### src/steer_impedance_controller_core_macros.svh
// Assertion macros for the steering impedance controller.
// Used by files under src that assert; expects clk and rst_n in scope.
`ifndef STEER_IMPEDANCE_CONTROLLER_CORE_MACROS_SVH
`define STEER_IMPEDANCE_CONTROLLER_CORE_MACROS_SVH

// same-cycle implication
`define SIC_ASSERT_IMPL(label, ante, cons, msg) \
    label: assert property (@(posedge clk) disable iff (!rst_n) (ante) |-> (cons)) \
        else $error(msg);

// next-cycle implication
`define SIC_ASSERT_NEXT(label, ante, cons, msg) \
    label: assert property (@(posedge clk) disable iff (!rst_n) (ante) |=> (cons)) \
        else $error(msg);

`endif

### src/sic_pkg.sv
// Shared types, constants and helper functions of the steering impedance controller.
// No dependencies; used by sic_mul_unit and steer_impedance_controller_core.
`default_nettype none

package sic_pkg;

    localparam int DATA_W    = 32;
    localparam int LIM_W     = 31;
    localparam int WIDE_W    = 66;
    localparam int WHEEL_W   = 2;
    localparam int CFG_IDX_W = 3;

    // low 32 bits of 2*pi in Q0.32; the upper part is 6
    localparam logic [DATA_W-1:0] TWO_PI_LO = 32'd1216271633;

    localparam logic [DATA_W-1:0] SPRING_RST  = 32'd655360;
    localparam logic [DATA_W-1:0] DAMPING_RST = 32'd163840;
    localparam logic [DATA_W-1:0] INV_MASS_RST = 32'd655360;
    localparam logic [DATA_W-1:0] TICK_RST    = 32'd655;
    localparam logic [LIM_W-1:0]  ACCEL_RST   = 31'd2621440;
    localparam logic [LIM_W-1:0]  RATE_RST    = 31'd786432;
    localparam logic [LIM_W-1:0]  SPEED_RST   = 31'd786432;

    typedef enum logic [CFG_IDX_W-1:0] {
        CFG_SPRING   = 3'd0,
        CFG_DAMPING  = 3'd1,
        CFG_INV_MASS = 3'd2,
        CFG_TICK     = 3'd3,
        CFG_ACCEL    = 3'd4,
        CFG_RATE     = 3'd5,
        CFG_SPEED    = 3'd6
    } cfg_index_t;

    typedef enum logic [14:0] {
        S_IDLE   = 15'b000000000000001,
        S_RAD_LO = 15'b000000000000010,
        S_RAD_W  = 15'b000000000000100,
        S_RAD_HI = 15'b000000000001000,
        S_SPR    = 15'b000000000010000,
        S_SPR_W  = 15'b000000000100000,
        S_DMP    = 15'b000000001000000,
        S_FRC    = 15'b000000010000000,
        S_MAS    = 15'b000000100000000,
        S_MAS_W  = 15'b000001000000000,
        S_ACC    = 15'b000010000000000,
        S_TCK    = 15'b000100000000000,
        S_TCK_W  = 15'b001000000000000,
        S_RATE   = 15'b010000000000000,
        S_FIN    = 15'b100000000000000
    } state_t;

    typedef struct packed {
        logic signed [DATA_W-1:0] a;
        logic        [DATA_W-1:0] b;
    } mul_req_t;

    function automatic logic signed [DATA_W-1:0] clamp_sym(
        input logic signed [WIDE_W-1:0] v,
        input logic        [LIM_W-1:0]  lim
    );
        logic signed [WIDE_W-1:0] lim_s;
        logic signed [DATA_W-1:0] r;
        lim_s = $signed({{(WIDE_W-LIM_W){1'b0}}, lim});
        if (v > lim_s) begin
            r = lim_s[DATA_W-1:0];
        end else if (v < -lim_s) begin
            r = DATA_W'(-lim_s);
        end else begin
            r = v[DATA_W-1:0];
        end
        return r;
    endfunction

    function automatic logic signed [DATA_W-1:0] sat32(input logic signed [WIDE_W-1:0] v);
        logic signed [WIDE_W-1:0] hi;
        logic signed [WIDE_W-1:0] lo;
        logic signed [DATA_W-1:0] r;
        hi = $signed({{(WIDE_W-DATA_W+1){1'b0}}, {(DATA_W-1){1'b1}}});
        lo = $signed({{(WIDE_W-DATA_W+1){1'b1}}, {(DATA_W-1){1'b0}}});
        if (v > hi) begin
            r = hi[DATA_W-1:0];
        end else if (v < lo) begin
            r = lo[DATA_W-1:0];
        end else begin
            r = v[DATA_W-1:0];
        end
        return r;
    endfunction

endpackage

`default_nettype wire

### src/sic_mul_unit.sv
// Shared signed-by-unsigned 32x32 multiplier, two register stages.
// Depends on sic_pkg (mul_req_t, widths).
`default_nettype none

module sic_mul_unit (
    input  wire logic                              clk,
    input  wire sic_pkg::mul_req_t                 req,
    output logic signed [sic_pkg::WIDE_W-1:0]      res
);
    import sic_pkg::*;

    logic [DATA_W-1:0]        mag;
    logic [2*DATA_W-1:0]      prod_reg;
    logic                     neg_reg;
    logic signed [WIDE_W-1:0] prod_ext;
    logic signed [WIDE_W-1:0] res_reg;

    assign mag      = req.a[DATA_W-1] ? DATA_W'(~req.a + 1'b1) : req.a;
    assign prod_ext = $signed({{(WIDE_W-2*DATA_W){1'b0}}, prod_reg});
    assign res      = res_reg;

    always_ff @(posedge clk)
    begin
        prod_reg <= {{DATA_W{1'b0}}, mag} * {{DATA_W{1'b0}}, req.b};
        neg_reg  <= req.a[DATA_W-1];
        res_reg  <= neg_reg ? -prod_ext : prod_ext;
    end

endmodule

`default_nettype wire

### src/steer_impedance_controller_core.sv
// Top level of the per-wheel steering impedance controller.
// Depends on sic_pkg, sic_mul_unit and steer_impedance_controller_core_macros.svh.
`default_nettype none
`include "steer_impedance_controller_core_macros.svh"

// One item is one control tick of one wheel. For a regular tick a small sequencer runs the
// angle-to-radian scaling, spring, damping, reciprocal mass and integration products one
// after another through a single shared, registered 32x32 multiplier, then loads the result
// register and returns to idle; a new tick is not taken until the last one is through.
// Stop items and items for a wheel beyond NUM_WHEELS go from idle straight to the finishing
// state and load the result register from there. A new item is taken once the sequencer is
// back in idle, even while the last result still waits in the output register; a finished
// item that finds that register still full holds the sequencer until the waiting result is
// taken. Configuration writes are taken every cycle and belong in gaps with no item in
// flight.
module steer_impedance_controller_core #(
    parameter int NUM_WHEELS = 4,
    parameter int ANGLE_BITS = 16,
    parameter int FRAC_BITS  = 16
) (
    input  wire logic                                   clk,
    input  wire logic                                   rst_n,

    input  wire logic                                   cfg_valid,
    output logic                                        cfg_ready,
    input  wire logic [sic_pkg::CFG_IDX_W-1:0]          cfg_index,
    input  wire logic [sic_pkg::DATA_W-1:0]             cfg_data,

    input  wire logic                                   in_valid,
    output logic                                        in_ready,
    input  wire logic                                   stop,
    input  wire logic [sic_pkg::WHEEL_W-1:0]            wheel,
    input  wire logic [ANGLE_BITS-1:0]                  measured_angle,
    input  wire logic [ANGLE_BITS-1:0]                  target_angle,
    input  wire logic signed [sic_pkg::DATA_W-1:0]      drive_target,

    output logic                                        out_valid,
    input  wire logic                                   out_ready,
    output logic signed [sic_pkg::DATA_W-1:0]           steer_velocity_cmd,
    output logic signed [sic_pkg::DATA_W-1:0]           drive_velocity_cmd,
    output logic [ANGLE_BITS-1:0]                       steer_angle_cmd,
    output logic [sic_pkg::WHEEL_W-1:0]                 out_wheel
);
    import sic_pkg::*;

    localparam int WIDX_W    = (NUM_WHEELS > 1) ? $clog2(NUM_WHEELS) : 1;
    localparam int RAD_SHIFT = DATA_W + ANGLE_BITS - FRAC_BITS;

    // configuration
    logic [DATA_W-1:0] spring_reg, damping_reg, inv_mass_reg, tick_reg;
    logic [LIM_W-1:0]  accel_lim_reg, rate_lim_reg, speed_lim_reg;

    // sequencer and per-wheel state
    state_t                   state_reg, state_next;
    logic signed [DATA_W-1:0] steer_rate_reg [NUM_WHEELS];
    logic [ANGLE_BITS-1:0]    held_angle_reg [NUM_WHEELS];
    logic                     out_valid_reg;

    // datapath
    logic signed [DATA_W-1:0] opa_reg, opa_next;
    logic signed [DATA_W-1:0] rate_reg;
    logic signed [DATA_W-1:0] nr_reg;
    logic signed [WIDE_W-1:0] force_reg;
    logic [WIDX_W-1:0]        widx_reg;
    logic [WHEEL_W-1:0]       wheel_reg;
    logic                     bypass_reg;
    logic signed [DATA_W-1:0] drive_res_reg;
    logic [ANGLE_BITS-1:0]    angle_res_reg;

    logic signed [DATA_W-1:0] steer_out_reg;
    logic signed [DATA_W-1:0] drive_out_reg;
    logic [ANGLE_BITS-1:0]    angle_out_reg;
    logic [WHEEL_W-1:0]       wheel_out_reg;

    mul_req_t                 mreq;
    logic signed [WIDE_W-1:0] mul_res;
    logic signed [WIDE_W-1:0] mul_shift;
    logic signed [WIDE_W-1:0] err_ext;
    logic signed [WIDE_W-1:0] rad_sum;
    logic signed [WIDE_W-1:0] rad_val;
    logic signed [DATA_W-1:0] nr_val;
    logic [ANGLE_BITS-1:0]    ang_diff;
    logic [WIDX_W-1:0]        widx;
    logic                     wheel_ok;
    logic                     accept;
    logic                     fin_load;
    logic                     rate_nz;

    assign cfg_ready = 1'b1;
    assign in_ready  = (state_reg == S_IDLE);
    assign accept    = in_valid && in_ready;
    assign fin_load  = (state_reg == S_FIN) && (!out_valid_reg || out_ready);
    assign wheel_ok  = (32'(wheel) < NUM_WHEELS);
    assign widx      = WIDX_W'(wheel);
    assign ang_diff  = target_angle - measured_angle;

    assign mul_shift = mul_res >>> FRAC_BITS;
    assign err_ext   = WIDE_W'(opa_reg);
    // 2*pi upper part: 6 = 4 + 2
    assign rad_sum   = mul_res + (err_ext <<< (DATA_W + 2)) + (err_ext <<< (DATA_W + 1));
    assign rad_val   = rad_sum >>> RAD_SHIFT;
    assign nr_val    = clamp_sym(WIDE_W'(rate_reg) + mul_shift, rate_lim_reg);

    always_comb
    begin
        rate_nz = 1'b0;
        for (int i = 0; i < NUM_WHEELS; i++) begin
            rate_nz = rate_nz | (steer_rate_reg[i] != '0);
        end
    end

    always_comb
    begin
        mreq.a = opa_reg;
        mreq.b = '0;
        case (state_reg)
            S_RAD_LO: mreq.b = TWO_PI_LO;
            S_SPR:    mreq.b = spring_reg;
            S_SPR_W:
            begin
                mreq.a = rate_reg;
                mreq.b = damping_reg;
            end
            S_MAS:    mreq.b = inv_mass_reg;
            S_TCK:    mreq.b = tick_reg;
            default:  mreq.b = '0;
        endcase
    end

    sic_mul_unit u_mul (
        .clk (clk),
        .req (mreq),
        .res (mul_res)
    );

    always_comb
    begin
        state_next = state_reg;
        opa_next   = opa_reg;
        case (state_reg)
            S_IDLE:
            begin
                if (accept) begin
                    opa_next   = DATA_W'($signed(ang_diff));
                    state_next = (!stop && wheel_ok) ? S_RAD_LO : S_FIN;
                end
            end
            S_RAD_LO: state_next = S_RAD_W;
            S_RAD_W:  state_next = S_RAD_HI;
            S_RAD_HI:
            begin
                opa_next   = rad_val[DATA_W-1:0];
                state_next = S_SPR;
            end
            S_SPR:    state_next = S_SPR_W;
            S_SPR_W:  state_next = S_DMP;
            S_DMP:    state_next = S_FRC;
            S_FRC:
            begin
                opa_next   = sat32(force_reg - mul_shift);
                state_next = S_MAS;
            end
            S_MAS:    state_next = S_MAS_W;
            S_MAS_W:  state_next = S_ACC;
            S_ACC:
            begin
                opa_next   = clamp_sym(mul_shift, accel_lim_reg);
                state_next = S_TCK;
            end
            S_TCK:    state_next = S_TCK_W;
            S_TCK_W:  state_next = S_RATE;
            S_RATE:   state_next = S_FIN;
            S_FIN:
            begin
                if (fin_load) begin
                    state_next = S_IDLE;
                end
            end
            default:  state_next = S_IDLE;
        endcase
    end

    always_ff @(posedge clk or negedge rst_n)
    begin
        if (!rst_n) begin
            spring_reg    <= SPRING_RST;
            damping_reg   <= DAMPING_RST;
            inv_mass_reg  <= INV_MASS_RST;
            tick_reg      <= TICK_RST;
            accel_lim_reg <= ACCEL_RST;
            rate_lim_reg  <= RATE_RST;
            speed_lim_reg <= SPEED_RST;
        end else if (cfg_valid && cfg_ready) begin
            case (cfg_index)
                CFG_SPRING:   spring_reg    <= cfg_data;
                CFG_DAMPING:  damping_reg   <= cfg_data;
                CFG_INV_MASS: inv_mass_reg  <= cfg_data;
                CFG_TICK:     tick_reg      <= cfg_data;
                CFG_ACCEL:    accel_lim_reg <= cfg_data[LIM_W-1:0];
                CFG_RATE:     rate_lim_reg  <= cfg_data[LIM_W-1:0];
                CFG_SPEED:    speed_lim_reg <= cfg_data[LIM_W-1:0];
                default:      ;
            endcase
        end
    end

    always_ff @(posedge clk or negedge rst_n)
    begin
        if (!rst_n) begin
            state_reg     <= S_IDLE;
            out_valid_reg <= 1'b0;
            for (int i = 0; i < NUM_WHEELS; i++) begin
                steer_rate_reg[i] <= '0;
                held_angle_reg[i] <= '0;
            end
        end else begin
            state_reg <= state_next;
            if (fin_load) begin
                out_valid_reg <= 1'b1;
            end else if (out_ready) begin
                out_valid_reg <= 1'b0;
            end
            if (accept && stop) begin
                for (int i = 0; i < NUM_WHEELS; i++) begin
                    steer_rate_reg[i] <= '0;
                end
            end else if (accept && wheel_ok) begin
                held_angle_reg[widx] <= target_angle;
            end
            if (state_reg == S_RATE) begin
                steer_rate_reg[widx_reg] <= nr_val;
            end
        end
    end

    always_ff @(posedge clk)
    begin
        opa_reg <= opa_next;
        if (accept) begin
            wheel_reg <= wheel;
            widx_reg  <= widx;
            rate_reg  <= wheel_ok ? steer_rate_reg[widx] : '0;
            if (stop) begin
                bypass_reg    <= 1'b1;
                drive_res_reg <= '0;
                angle_res_reg <= wheel_ok ? held_angle_reg[widx] : '0;
            end else if (wheel_ok) begin
                bypass_reg    <= 1'b0;
                drive_res_reg <= drive_target;
                angle_res_reg <= target_angle;
            end else begin
                bypass_reg    <= 1'b1;
                drive_res_reg <= '0;
                angle_res_reg <= '0;
            end
        end
        if (state_reg == S_DMP) begin
            force_reg <= mul_shift;
        end
        if (state_reg == S_RATE) begin
            nr_reg <= nr_val;
        end
        if (fin_load) begin
            steer_out_reg <= bypass_reg ? '0 : clamp_sym(WIDE_W'(nr_reg), speed_lim_reg);
            drive_out_reg <= drive_res_reg;
            angle_out_reg <= angle_res_reg;
            wheel_out_reg <= wheel_reg;
        end
    end

    assign out_valid          = out_valid_reg;
    assign steer_velocity_cmd = steer_out_reg;
    assign drive_velocity_cmd = drive_out_reg;
    assign steer_angle_cmd    = angle_out_reg;
    assign out_wheel          = wheel_out_reg;

    `SIC_ASSERT_NEXT(a_stop_clears_rates, accept && stop, !rate_nz, "stop item left a stored rate")
    `SIC_ASSERT_NEXT(a_stop_to_fin, accept && stop, state_reg == S_FIN, "stop item not finished at once")
    `SIC_ASSERT_NEXT(a_accept_busy, accept, state_reg != S_IDLE, "sequencer idle after accept")
    `SIC_ASSERT_NEXT(a_fin_valid, fin_load, out_valid_reg, "finished item not presented")

endmodule

`default_nettype wire
### config.mk
export PLATFORM = sky130hd
export DESIGN_NAME = steer_impedance_controller_core
export DESIGN_NICKNAME = d
export VERILOG_FILES = /design/src/sic_pkg.sv /design/src/sic_mul_unit.sv /design/src/steer_impedance_controller_core.sv
export VERILOG_INCLUDE_DIRS = /design/src /design/src/src
export SDC_FILE = /design/constraint.sdc
export NUM_CORES = 2
export LEC_CHECK = 0
export BUFFER_PORTS_ARGS = -buffer_cell sky130_fd_sc_hd__clkbuf_2
export CAP_MARGIN = 25
export CELL_PAD_IN_SITES_DETAIL_PLACEMENT = 0
export CELL_PAD_IN_SITES_GLOBAL_PLACEMENT = 1
export CORE_MARGIN = 10
export CORE_UTILIZATION = 55
export DETAILED_ROUTE_END_ITERATION = 7
export GPL_TIMING_DRIVEN = 0
export HOLD_SLACK_MARGIN = 0.08
export PLACE_DENSITY_LB_ADDON = 0.1
export SKIP_LAST_GASP = 1
export SYNTH_ARGS = -nofsm -noshare
export SYNTH_HDL_FRONTEND = slang
export SYNTH_SLANG_ARGS = --single-unit
### constraint.sdc
create_clock -name clk -period 29.3 [get_ports clk]
set_input_delay 2.93 -clock clk [delete_from_list [all_inputs] [get_ports clk]]
set_output_delay 2.93 -clock clk [all_outputs]
set_load 0.01 [all_outputs]
# After elaboration in Yosys (flattened, before gate mapping)
# Cells that the tools add are included.
[word_totals] regBits=839 in_bits=107 output_inout_bits=85 elab_cells=141
[classes] n_addsub=10 mul=1 magnitude_cmp=12 n_eq_ne=23 mux=36 bitwise_logic=4 reduce_logical=21
[op_table] op="$mux W32" count=13
[op_table] op="$mux W128" count=2
[op_table] op="$pmux W15 S15" count=1
[op_table] op="$neg A31 Y66" count=3
[op_table] op="$pmux W32 S5" count=1
[op_table] op="$add A64 B64 Y64" count=2
[op_table] op="$bwmux W128" count=1
[op_table] op="$pmux W32 S4" count=1
[op_table] op="$lt A32 B66 Y1" count=1
[op_table] op="$lt A50 B66 Y1" count=1
[op_table] op="$lt A51 B66 Y1" count=1
[op_table] op="$neg A64 Y66" count=1
[op_table] op="$bmux W32 S2" count=1
[op_table] op="$bwmux W64" count=1
[op_table] op="$demux W32 S2" count=1
[op_table] op="$mul A32 B32 Y64" count=1
[op_table] op="$mux W16" count=4
[op_table] op="$mux W64" count=1
[op_table] op="$add A32 B50 Y51" count=1
[op_table] op="$gt A51 B32 Y1" count=1
[op_table] op="$gt A51 B32 Y1 const B" count=1
[op_table] op="$lt A51 B32 Y1 const B" count=1
[op_table] op="$sub A50 B50 Y51" count=1
[op_table] op="$gt A50 B32 Y1" count=1
[op_table] op="41 further kinds" count=64

# Logic depth before layout (Yosys ltp)
[depth] ltp_word=7 ltp_mapped=51 ltp_nobuf=45

# By module
# From an unflattened synthesis, not the netlist that was laid out.
[unflattened] cells_unflattened=8857 hier_area_um2=85923.7
[by_module_without_submodules] module="steer_impedance_controller_core" instances=1 cells_per_inst=4610 area_each_um2=47329.1 seq_area_each_um2=19137.1
[by_module_without_submodules] module="sic_mul_unit" instances=1 cells_per_inst=4247 area_each_um2=38594.5 seq_area_each_um2=2622.5

# Worst setup path before layout
# Ideal clock, no wire load.
[synth_timing] kind="flip-flop to flip-flop" from="register state_reg[1]" to="register u_mul.prod_reg[47]" arrival_ns=12.653 setup_slack_ns=16.575 stages_incl_launch_ff=46 n_path_buf=6 period_less_slack_ns=12.725 cell_sequence="dfrtp_1 or4_1 or3_1 or3b_2 inv_2 buf_1 clkbuf_1 clkbuf_1 buf_1 nand2_1 nand2_1 inv_2 clkbuf_1 ha_1 o21ai_0 nor3_1 a21oi_1 xor2_1 [... 10 more ...] fa_1 inv_1 fa_1 inv_1 ha_1 a21oi_1 o21ai_0 a211o_1 a221oi_1 o21ai_0 a21oi_1 a21oi_1 o41ai_1 o21ai_0 a31o_2 a221o_1 a21oi_1 xnor2_1"
[synth_between] elab_chain_cells=6 word_cells_on_any_way=11 cone_classes="1 x add/sub; 1 x mul; 5 x eq/ne; 3 x mux; 1 x bitwise"
[synth_rtl] item="from (decl)" line_no="steer_impedance_controller_core.sv:54" text="state_t state_reg, state_next;"
[synth_rtl] item="from (signal assigned)" line_no="steer_impedance_controller_core.sv:217" text="state_reg <= state_next;"
[synth_rtl] item="$eq A15 B6 Y1" line_no="steer_impedance_controller_core.sv:116" text="case (state_reg)"
[synth_rtl] item="$mux W32" line_no="steer_impedance_controller_core.sv:116"
[synth_rtl] item="$not A32 Y32" line_no="sic_mul_unit.sv:18" text="assign mag = req.a[DATA_W-1] ? DATA_W'(~req.a + 1'b1) : req.a;"
[synth_rtl] item="$add A32 B1 Y32" line_no="sic_mul_unit.sv:18"
[synth_rtl] item="$mux W32" line_no="sic_mul_unit.sv:18"
[synth_rtl] item="$mul A32 B32 Y64 *" line_no="sic_mul_unit.sv:24" text="prod_reg <= {{DATA_W{1'b0}}, mag} * {{DATA_W{1'b0}}, req.b};"
[synth_rtl] item="to (signal assigned)" line_no="sic_mul_unit.sv:24"
[synth_rtl] item="to (decl)" line_no="sic_mul_unit.sv:13" text="logic [2*DATA_W-1:0] prod_reg;"
# Mark *: on every way between the ends. The rest lies on a longest branch, timed or not.
# A chain may end at the register's enable or synchronous reset.

# Final worst setup path
[layout_timing] from="register state_reg[4]" to="register u_mul.prod_reg[47]"
# The elaborated chain is that of the path after synthesis.

==> flow_metrics.env <==
export IMPL_critPathArrivalTime_ns=18.44
export IMPL_synth_edf_count=279
export IMPL_synth_area_top_cells="fa_1 22%, dfrtp_1 12%, ha_1 10%, edfxtp_1 10%, inv_1 5.2%"
export IMPL_worstMarginPinSlew_ns=1.443
export IMPL_critical_path_class="register to register"
export IMPL_required_ns=29.96
export IMPL_violations="design-rule violations"
export IMPL_rr_worst_depth=46
export IMPL_yosysTopAreaCellShare_pct=22.21
export IMPL_worst_path_buf_inv=13
export IMPL_io_pins=192
export IMPL_cts_max_level=3
export IMPL_first_iter_violations=7421
export IMPL_min_path_cells=0
export IMPL_cts_buffers=92
export IMPL_rsz0062_at_grt="no"
export IMPL_period_share_pct=60.70
export IMPL_status="finished, violations left"
export IMPL_num_rows=143
export IMPL_antenna_left=0
export IMPL_antenna_found_initial=22
export IMPL_cts_resized=0
export IMPL_finalNetCount=10900
export IMPL_area_growth_pct=9.820
export IMPL_tns_ns=0
export IMPL_via_per_inst=6.299
export IMPL_largest_reg_flops=128
export IMPL_synthCells=8785
export IMPL_avgSynthCellArea_um2=9.532
export IMPL_final_core_util_pct=60.68
export IMPL_ys_flop_type="dfrtp_1"
export IMPL_slowest_stage="fa_1"
export IMPL_min_path_type="register to register"
export IMPL_synthArstFlopShare_pct=52.13
export IMPL_dpl_hpwl_um=284400
export IMPL_endpoint_kind="register"
export IMPL_grt_pass1_vias=72260
export IMPL_clkTransAtPathRegs_ns=0.06
export IMPL_grt_pass1_wl_um=504200
export IMPL_wirelength_um=350100
export IMPL_postCtsHoldBufs=0
export IMPL_synthTopCellsByCount="1169 x inv_1, 962 x nor2_1, 929 x fa_1"
export IMPL_drt_first_pass_iters=8
export IMPL_yosys_area_top_type="fa_1"
export IMPL_placed_area_mm2=0.08837
export IMPL_seq_area_frac_synth_pct=25.60
export IMPL_crit_path_max_incr_delay_ns=0.89
export IMPL_worst_slack_ns=11.52
export IMPL_p_leak_nw=42.93
export IMPL_fin_skew_ns=0.07099
export IMPL_maxSlewViolCount=0
export IMPL_dieWidth_um=410.2
export IMPL_yosysWarnings=0
export IMPL_finalHoldViolCount=0
export IMPL_netlist_area_mm2=0.08374
export IMPL_synth_seq_cells=823
export IMPL_root_buffer="clkbuf_16"
export IMPL_dieArea_mm2=0.1683
export IMPL_powerDensity_mw_per_mm2=108.6
export IMPL_cts_setup_buffers=0
export IMPL_track_usage_pct=41.36
export IMPL_min_period_ns=17.78
export IMPL_drive_above_1_share_pct=9.382
export IMPL_tritoncts_num_sinks=823
export IMPL_drc_errors=1
export IMPL_crit_fanout=10
export IMPL_wl_per_cell_um=31.00
export IMPL_fmax_ghz=0.05623
export IMPL_cts_tree="yes"
export IMPL_synthesis_nets=10520
export IMPL_clock_latency_ns=0.76
export IMPL_drv_cap=0
export IMPL_fill_cells=13370
export IMPL_dp_slack_ns=12.07
export IMPL_finalSetupViolations=0
export IMPL_place_congestion=1.109
export IMPL_stdcell_area_mm2=0.09196
export IMPL_relSlewSlack_pct=3.803
export IMPL_num_vias=71140
export IMPL_initial_core_util_pct=55.26
export IMPL_grt_max_degree=108
export IMPL_ctsLongestPathBuffers=3
export IMPL_io_buffers=188
export IMPL_vdd_drop_max_mv=0.07319
export IMPL_setup_worst_path_start_class="register"
export IMPL_yosysUniqueCellTypes=89
export IMPL_core_area_mm2=0.1515
export IMPL_cpMostUsedCell="fa_1"
export IMPL_gr_total_overflow=0
export IMPL_dieHeight_um=410.2
export IMPL_cpLargestDelayFamily="adder cells"
export IMPL_synth_most_common_cell="inv_1"
export IMPL_worstSetupPathDepth=46
export IMPL_whs_ns=0.4153
## power breakdown
group          switching [W]  internal (W)
Clock               0.000536      0.000708
Sequential          0.000445       0.00152
Combinational        0.00460       0.00218
## metrics by stage
stage               instances  power (W)
global route            11270    0.01046
detailed placement      11080   0.008383
floorplan                8785   0.005669
finish                  11290   0.009984
CTS                     11250   0.009674
global placement        11000   0.008196
## worst paths after layout
kind	from	end	slack [ns]
hold reg to reg	drive_res_reg[12]$_SDFFCE_PP0P_	drive_velocity_cmd[12]$_DFFE_PP_	0.42
setup / recovery	state_reg[4]$_DFFE_PN0P_	u_mul.prod_reg[47]$_DFF_P_	11.52
max in group asynchronous	rst_n	accel_lim_reg[21]$_DFFE_PN1P_	25.91
hold / removal	drive_res_reg[12]$_SDFFCE_PP0P_	drive_velocity_cmd[12]$_DFFE_PP_	0.42
min in group asynchronous	rst_n	speed_lim_reg[24]$_DFFE_PN0P_	2.00
setup reg to reg	state_reg[4]$_DFFE_PN0P_	u_mul.prod_reg[47]$_DFF_P_	11.52
## routing by layer
layer	wire length (µm)	part of all wire (%)	vias up	global-route usage, %
li1	-	-	30260	-
met1	122500	35	35480	47.72
met2	152400	44	4068	62.67
met3	36670	10	1313	12.26
met4	38490	11	16	35.86
met5	107	0.031	-	0
## area by class of cell
cell class,instances,area [µm²],area share (%)
inverters,1172,4402,4.787
clock buffers,119,2507,2.727
well taps,2030,2540,2.762
plain buffers,407,1534,1.668
diodes,23,57.56,0.06259
clock inverters,55,747.0,0.8123
repair buffers,282,2181,2.371
flip-flops and latches,823,21440,23.31
multi-input cells,6383,56550,61.50
## placed cells by master, fill, tap and decap left out, types with 101 or more instances in the layout
cell type	Yosys	routed
o31ai_1	110	110
clkbuf_2	0	187
edfxtp_1	279	279
mux2_2	290	290
a21o_1	164	164
dfxtp_1	115	115
nand3_1	109	109
xnor2_1	267	263
a21oi_1	360	359
o21ai_0	292	292
clkbuf_1	379	399
dfrtp_1	410	410
nand2_1	897	897
ha_1	698	698
nand4_1	102	102
mux2i_1	103	101
nor2_1	962	961
inv_1	1169	1168
fa_1	929	929
## cell families (layout without fill, tap and decap cells)
family                     Yosys count  after routing  synth area share (%)
other                                1             24              0.004478
buffers and inverters             1579           2035                 7.085
DFF                                823            823                 25.60
AOI/OAI and AO/OA                 1399           1399                 11.01
adders and majority gates         1627           1627                 32.64
muxes                              441            441                 6.422
and+or+nand+nor                   2561           2561                 13.54
xor gates and xnor gates           354            354                 3.703
No activity file was read; power rests on OpenSTA's default activity.
